--- src/hw/rtl/qfpr_pkg.sv ---
// Package for the period reciprocal block: widths, register indexes and pipeline stage type.
`timescale 1ns / 1ps
package qfpr_pkg;

  localparam int TIME_W = 32;
  localparam int FMT_W  = 5;
  localparam int FREQ_W = 16;
  localparam int NCELLS = 16;
  localparam int IDX_W  = 1;

  localparam logic [FMT_W-1:0] Q_SPLIT     = 5'd15;
  localparam logic [FMT_W-1:0] Q_FMT_RESET = 5'd15;

  localparam logic [IDX_W-1:0] REG_CALIB_OFFSET = 1'b0;
  localparam logic [IDX_W-1:0] REG_Q_FORMAT     = 1'b1;

  // one item in flight between two cells
  typedef struct packed {
    logic              valid;
    logic              zero;
    logic [TIME_W-1:0] divisor;
    logic [TIME_W-1:0] rem;
    logic [NCELLS-1:0] dvd;
    logic [FREQ_W-1:0] quot;
  } qfpr_stage_t;

endpackage

--- src/hw/rtl/qfpr_if.sv ---
// Handshake channels for time counts in and frequency results out.
`timescale 1ns / 1ps
interface qfpr_in_if;
  import qfpr_pkg::*;
  logic              valid;
  logic              ready;
  logic [TIME_W-1:0] time_count;
  modport source (output valid, output time_count, input ready);
  modport sink   (input valid, input time_count, output ready);
endinterface

interface qfpr_out_if;
  import qfpr_pkg::*;
  logic              valid;
  logic              ready;
  logic [FREQ_W-1:0] frequency;
  logic              zero_divisor;
  modport source (output valid, output frequency, output zero_divisor, input ready);
  modport sink   (input valid, input frequency, input zero_divisor, output ready);
endinterface

--- src/hw/rtl/qfpr_prep.sv ---
// Front stage: offset correction, format shift and dividend setup.
`timescale 1ns / 1ps
module qfpr_prep (
  input  logic                       clk,
  input  logic                       rst,
  input  logic                       adv,
  input  logic                       in_valid,
  input  logic [qfpr_pkg::TIME_W-1:0] time_count,
  input  logic [qfpr_pkg::TIME_W-1:0] calib_offset,
  input  logic [qfpr_pkg::FMT_W-1:0]  q_format,
  output qfpr_pkg::qfpr_stage_t       stage_q
);
  import qfpr_pkg::*;

  logic [TIME_W-1:0] diff;
  logic [FMT_W-1:0]  tshift;
  qfpr_stage_t       stage_next;

  always_comb begin
    diff = time_count - calib_offset;
    stage_next = '0;
    stage_next.valid = in_valid;
    if (q_format > Q_SPLIT) begin
      tshift = q_format - Q_SPLIT;
      // dividend is 2^31: top dividend bit
      stage_next.dvd = {1'b1, {(NCELLS-1){1'b0}}};
    end else begin
      tshift = '0;
      stage_next.dvd = NCELLS'(1) << q_format[3:0];
    end
    stage_next.divisor = diff >> tshift;
    stage_next.zero    = (stage_next.divisor == '0);
  end

  always_ff @(posedge clk) begin
    if (rst) begin
      stage_q.valid <= 1'b0;
    end else if (adv) begin
      stage_q.valid <= stage_next.valid;
    end
    if (adv) begin
      stage_q.zero    <= stage_next.zero;
      stage_q.divisor <= stage_next.divisor;
      stage_q.rem     <= stage_next.rem;
      stage_q.dvd     <= stage_next.dvd;
      stage_q.quot    <= stage_next.quot;
    end
  end

endmodule

--- src/hw/rtl/qfpr_cell.sv ---
// Divider cell: one restoring step, produces one quotient bit.
`timescale 1ns / 1ps
module qfpr_cell (
  input  logic                  clk,
  input  logic                  rst,
  input  logic                  adv,
  input  qfpr_pkg::qfpr_stage_t stage_d,
  output qfpr_pkg::qfpr_stage_t stage_q
);
  import qfpr_pkg::*;

  logic [TIME_W:0]   trial;
  logic [TIME_W:0]   dext;
  logic [TIME_W:0]   sub;
  logic              ge;
  logic [TIME_W-1:0] rem_next;

  always_comb begin
    // bring down the next dividend bit
    trial    = {stage_d.rem, stage_d.dvd[NCELLS-1]};
    dext     = {1'b0, stage_d.divisor};
    ge       = (trial >= dext);
    sub      = trial - dext;
    rem_next = ge ? sub[TIME_W-1:0] : trial[TIME_W-1:0];
  end

  always_ff @(posedge clk) begin
    if (rst) begin
      stage_q.valid <= 1'b0;
    end else if (adv) begin
      stage_q.valid <= stage_d.valid;
    end
    if (adv) begin
      stage_q.zero    <= stage_d.zero;
      stage_q.divisor <= stage_d.divisor;
      stage_q.rem     <= rem_next;
      stage_q.dvd     <= {stage_d.dvd[NCELLS-2:0], 1'b0};
      stage_q.quot    <= {stage_d.quot[FREQ_W-2:0], ge};
    end
  end

endmodule

--- src/hw/rtl/q_format_period_reciprocal.sv ---
// Top level: period count to Q-format frequency through a pipelined divider chain.
//
//  channel   dir   fields                      handshake
//  sample    in    time_count[31:0]            valid/ready
//  result    out   frequency[15:0], zero_div   valid/ready
//  cfg       in    cfg_index, cfg_wdata[31:0]  cfg_we, no back-pressure
//
// One item per cycle while the chain does not hold: one front stage for offset and
// shift, then sixteen divider cells, one quotient bit each (bits 31..16).
// The last cell register is the output register. The whole chain holds
// while a result waits and result.ready is low.
// Synchronous reset empties the chain and loads calib_offset 0, q_format 15.
`timescale 1ns / 1ps
module q_format_period_reciprocal (
  input  logic                          clk,
  input  logic                          rst,
  qfpr_in_if.sink                       sample,
  qfpr_out_if.source                    result,
  input  logic                          cfg_we,
  input  logic [qfpr_pkg::IDX_W-1:0]    cfg_index,
  input  logic [qfpr_pkg::TIME_W-1:0]   cfg_wdata
);
  import qfpr_pkg::*;

  logic [TIME_W-1:0] calib_offset;
  logic [FMT_W-1:0]  q_format;
  logic              adv;
  qfpr_stage_t       st [NCELLS+1];

  always_ff @(posedge clk) begin
    if (rst) begin
      calib_offset <= '0;
      q_format     <= Q_FMT_RESET;
    end else if (cfg_we) begin
      case (cfg_index)
        REG_CALIB_OFFSET: calib_offset <= cfg_wdata;
        REG_Q_FORMAT:     q_format     <= cfg_wdata[FMT_W-1:0];
        default: ;
      endcase
    end
  end

  // advance the chain unless the finished item is still waiting
  assign adv          = !st[NCELLS].valid || result.ready;
  assign sample.ready = adv;

  qfpr_prep u_prep (
    .clk          (clk),
    .rst          (rst),
    .adv          (adv),
    .in_valid     (sample.valid),
    .time_count   (sample.time_count),
    .calib_offset (calib_offset),
    .q_format     (q_format),
    .stage_q      (st[0])
  );

  for (genvar i = 0; i < NCELLS; i++) begin : g_cell
    qfpr_cell u_cell (
      .clk     (clk),
      .rst     (rst),
      .adv     (adv),
      .stage_d (st[i]),
      .stage_q (st[i+1])
    );
  end

  assign result.valid        = st[NCELLS].valid;
  assign result.zero_divisor = st[NCELLS].zero;
  assign result.frequency    = st[NCELLS].zero ? '0 : st[NCELLS].quot;

endmodule

--- src/flat_wrapper.sv ---
// flat-port wrapper written by rule: the top's interface ports become plain ports
module q_format_period_reciprocal_flat import qfpr_pkg::*;
  (clk, rst, cfg_we, cfg_index, cfg_wdata, sample_valid, sample_time_count, sample_ready, result_valid, result_frequency, result_zero_divisor, result_ready);
  qfpr_in_if sample_i ();
  qfpr_out_if result_i ();
  input  logic clk;
  input  logic rst;
  input  logic cfg_we;
  input  logic [qfpr_pkg::IDX_W-1:0] cfg_index;
  input  logic [qfpr_pkg::TIME_W-1:0] cfg_wdata;
  input wire logic [$bits(sample_i.valid)-1:0] sample_valid;
  input wire logic [$bits(sample_i.time_count)-1:0] sample_time_count;
  output wire logic [$bits(sample_i.ready)-1:0] sample_ready;
  output wire logic [$bits(result_i.valid)-1:0] result_valid;
  output wire logic [$bits(result_i.frequency)-1:0] result_frequency;
  output wire logic [$bits(result_i.zero_divisor)-1:0] result_zero_divisor;
  input wire logic [$bits(result_i.ready)-1:0] result_ready;
  assign sample_i.valid = sample_valid;
  assign sample_i.time_count = sample_time_count;
  assign sample_ready = sample_i.ready;
  assign result_valid = result_i.valid;
  assign result_frequency = result_i.frequency;
  assign result_zero_divisor = result_i.zero_divisor;
  assign result_i.ready = result_ready;
  q_format_period_reciprocal u_core (.clk(clk), .rst(rst), .sample(sample_i), .result(result_i), .cfg_we(cfg_we), .cfg_index(cfg_index), .cfg_wdata(cfg_wdata));
endmodule
--- config.mk ---
export PLATFORM = sky130hd
export DESIGN_NAME = q_format_period_reciprocal_flat
export DESIGN_NICKNAME = d
export VERILOG_FILES = /design/src/hw/rtl/qfpr_pkg.sv /design/src/hw/rtl/qfpr_if.sv /design/src/hw/rtl/qfpr_prep.sv /design/src/hw/rtl/qfpr_cell.sv /design/src/hw/rtl/q_format_period_reciprocal.sv /design/src/flat_wrapper.sv
export SDC_FILE = /design/constraint.sdc
export NUM_CORES = 2
export LEC_CHECK = 0
export ABC_AREA = 1
export BUFFER_PORTS_ARGS = -buffer_cell sky130_fd_sc_hd__buf_2
export CORE_MARGIN = 1
export CORE_UTILIZATION = 30
export CTS_CLUSTER_DIAMETER = 60
export CTS_CLUSTER_SIZE = 16
export DETAILED_ROUTE_END_ITERATION = 7
export GPL_ROUTABILITY_DRIVEN = 0
export GPL_TIMING_DRIVEN = 0
export PLACE_DENSITY_LB_ADDON = 0.3
export SLEW_MARGIN = 5
export SYNTH_ARGS = -nofsm -noshare
export SYNTH_HDL_FRONTEND = slang
export SYNTH_SLANG_ARGS = --single-unit
--- constraint.sdc ---
create_clock -name clk -period 68.1 [get_ports clk]
set_clock_uncertainty 0.1 [all_clocks]
set_input_delay 10.215 -clock clk [delete_from_list [all_inputs] [get_ports clk]]
set_output_delay 10.215 -clock clk [all_outputs]
set_load 0.1 [all_outputs]
==> results_dict.tcl <==
set metrics [dict create \
    antenna_found_initial 6 \
    status "complete, no violations" \
    rsz0062_at_grt "no" \
    synth_area_sq_mm 0.0751 \
    ys_types 64 \
    synthFlopType "edfxtp_1" \
    final_util 0.340 \
    syn_nets 8362 \
    cp_max_fo 61 \
    finalCritPeriodShare 0.347 \
    die_h_um 502 \
    p_seq_frac 0.385 \
    holdWs_ps 310 \
    ant_nets 0 \
    drc 0 \
    cts_tree "yes" \
    post_cts_buffers 0 \
    pin_count 89 \
    syn_to_final_growth_pct 12.5 \
    post-place-cells 11195 \
    start_util 0.302 \
    cp-start-kind "primary input" \
    h-tree-depth 4 \
    hold_start "u_core.g_cell[1].u_cell.stage_q[28]" \
    nets 8604 \
    yosys_warnings 0 \
    core-area_sq_mm 0.249 \
    synthCells 7756 \
    grt_max_degree 69 \
    setup_tns_ps 0 \
    clock_sinks 1335 \
    port_buffers 88 \
    startpoint "result_ready" \
    synth_edf_count 1281 \
    intPower_mw 2.10 \
    syn_area_per_cell_sq_um 9.68 \
    swShare 0.411 \
    final.min_clock_period_ps 23600 \
    ir_drop_mv 0.0230 \
    first_global_vias 54512 \
    p_switching_mw 1.46 \
    die_area_sq_mm 0.252 \
    drv_slew 0 \
    rows 183 \
    cts_buffer_depth 3 \
    rr_startpoint "u_core.calib_offset[0]" \
    hold_class "reg2reg" \
    insertion_delay_ps 810 \
    leakagePower_nw 37.0 \
    drtIter0Drc 3665 \
    end_kind "output port" \
    tightest_slew_ps 1150 \
    hold_buffers 0 \
    synth-seq-cells 1335 \
    powerDensity_mw_per_mm2 42.1 \
    cts_buffers 131 \
    setup_viol 0 \
    path_class "in2out" \
    grt_usage 0.156 \
    hold_violations 0 \
    routedWlPerCell_um 17.5 \
    stdcell_count 11428 \
    cts_resized 0 \
    final_layout_size_suffix_gt1_frac 0.0745 \
    yosysSeqAreaShare 0.527 \
    relSlewSlack 0.214 \
    dieWidth_um 502 \
    via_per_inst 4.80 \
    arrival_ps 13290 \
    firstDrtPassIters 6 \
    maxCapViolCount 0 \
    fmax_ghz 0.0424 \
    p_clk_frac 0.202 \
    async_reset_ff_frac 0 \
    grt_pass1_wl_um 307000 \
    cp.required_ps 57780 \
    vias 54859 \
    wirelength_um 200000 \
    path_clk_slew_ps 70 \
    overflow 0 \
    cts_root_buf "clkbuf_16" \
    dp_hpwl_um 161000 \
    comb_power_share 0.414 \
]
[cell families after synthesis]
family          count (synthesis)  share of synthesized area
compound gates               1601                      0.119
xor+xnor                      434                     0.0506
fa+ha+maj                     536                     0.0908
buf+inv                      1253                     0.0686
flops                        1335                      0.527
mux                             1                   0.000133
simple gates                 2596                      0.144
[power by group through the flow]
stage | Combinational, mW | Sequential (mW) | Clock (mW)
after floorplan | 1.10 | 1.28 | 0
after global placement | 1.44 | 1.39 | 0
after detailed placement | 1.46 | 1.39 | 0
after CTS | 1.46 | 1.38 | 0.744
after global routing | 1.64 | 1.39 | 0.771
final | 1.47 | 1.37 | 0.718
[cell usage after synthesis (54+ instances only)]
cell      instances  area (sq um)
nand2_1        1547          5810
edfxtp_1       1281         38500
inv_1          1088          4080
a21oi_1         583          2920
ha_1            521          6520
o21ai_0         503          2520
nor2_1          480          1800
nand3_1         308          1540
xnor2_1         242          2120
o21ai_1         207          1040
xor2_1          192          1680
nor3_1           73           365
o21a_1           60           450
nand4_1          56           350
dfxtp_1          54          1080
[stage by stage]
step / power [mW] / instance area [sq um] / setup WS (ps)
6_report: 3.56 / 84500 / 44500
5_1_grt: 3.80 / 84500 / 44280
2_1_floorplan: 2.38 / 75100 / 11980
4_1_cts: 3.58 / 84500 / 44460
3_3_place_gp: 2.83 / 79700 / -6310
3_5_place_dp: 2.85 / 80300 / 44460
[worst max-delay path, cell delays in order]
cell and delay (ps):
buf_2 100, nor2_1 640, clkinv_1 420, clkbuf_4 590
buf_12 360, buf_16 240, buf_16 250, buf_2 350
[final timing paths]
kind | depth (start not counted) | to | slack, ps
max | 8 | sample_ready | 44500
min | 0 | u_core.g_cell[2].u_cell.stage_q[29] | 310
max reg2reg | 21 | u_core.u_prep.stage_q[96] | 64070
min reg2reg | 0 | u_core.g_cell[2].u_cell.stage_q[29] | 310
[area by class of cell]
| class | count | area (sq um) |
|---|---|---|
| Fill cell | 25107 | 164000 |
| Timing Repair Buffer | 109 | 1000 |
| Inverter | 1123 | 4240 |
| Antenna cell | 5 | 12.5 |
| Multi-Input combinational cell | 5168 | 30400 |
| Sequential cell | 1335 | 39500 |
| Clock buffer | 141 | 3320 |
| Clock inverter | 87 | 886 |
| Tap cell | 3330 | 4170 |
| Buffer | 130 | 920 |
[state kept, by name (all words and copies together), names as in the netlist]
name                          count
u_core.calib_offset              32
u_core.g_cell.u_cell.stage_q   1248
u_core.q_format                   5
u_core.u_prep.stage_q            50
[cells in the final DEF (no fill, tap or decap), types with 54 or more instances in the layout]
cell type	Yosys	routed
xnor2_1	242	242
edfxtp_1	1281	1281
buf_2	42	130
nand2_1	1547	1547
xor2_1	192	192
nor2_1	480	480
nor3_1	73	73
nand3_1	308	308
o21a_1	60	60
dfxtp_1	54	54
o21ai_1	207	207
nand4_1	56	56
clkbuf_16	0	131
a21oi_1	583	583
o21ai_0	503	503
inv_1	1088	1088
ha_1	521	521
[metal layers]
metal	GRT usage	share of wire
met1	0.177	0.40
met4	0.0811	0.055
met3	0.0209	0.038
met5	0	0
met2	0.284	0.50
No activity file was read; power rests on OpenSTA's default activity.
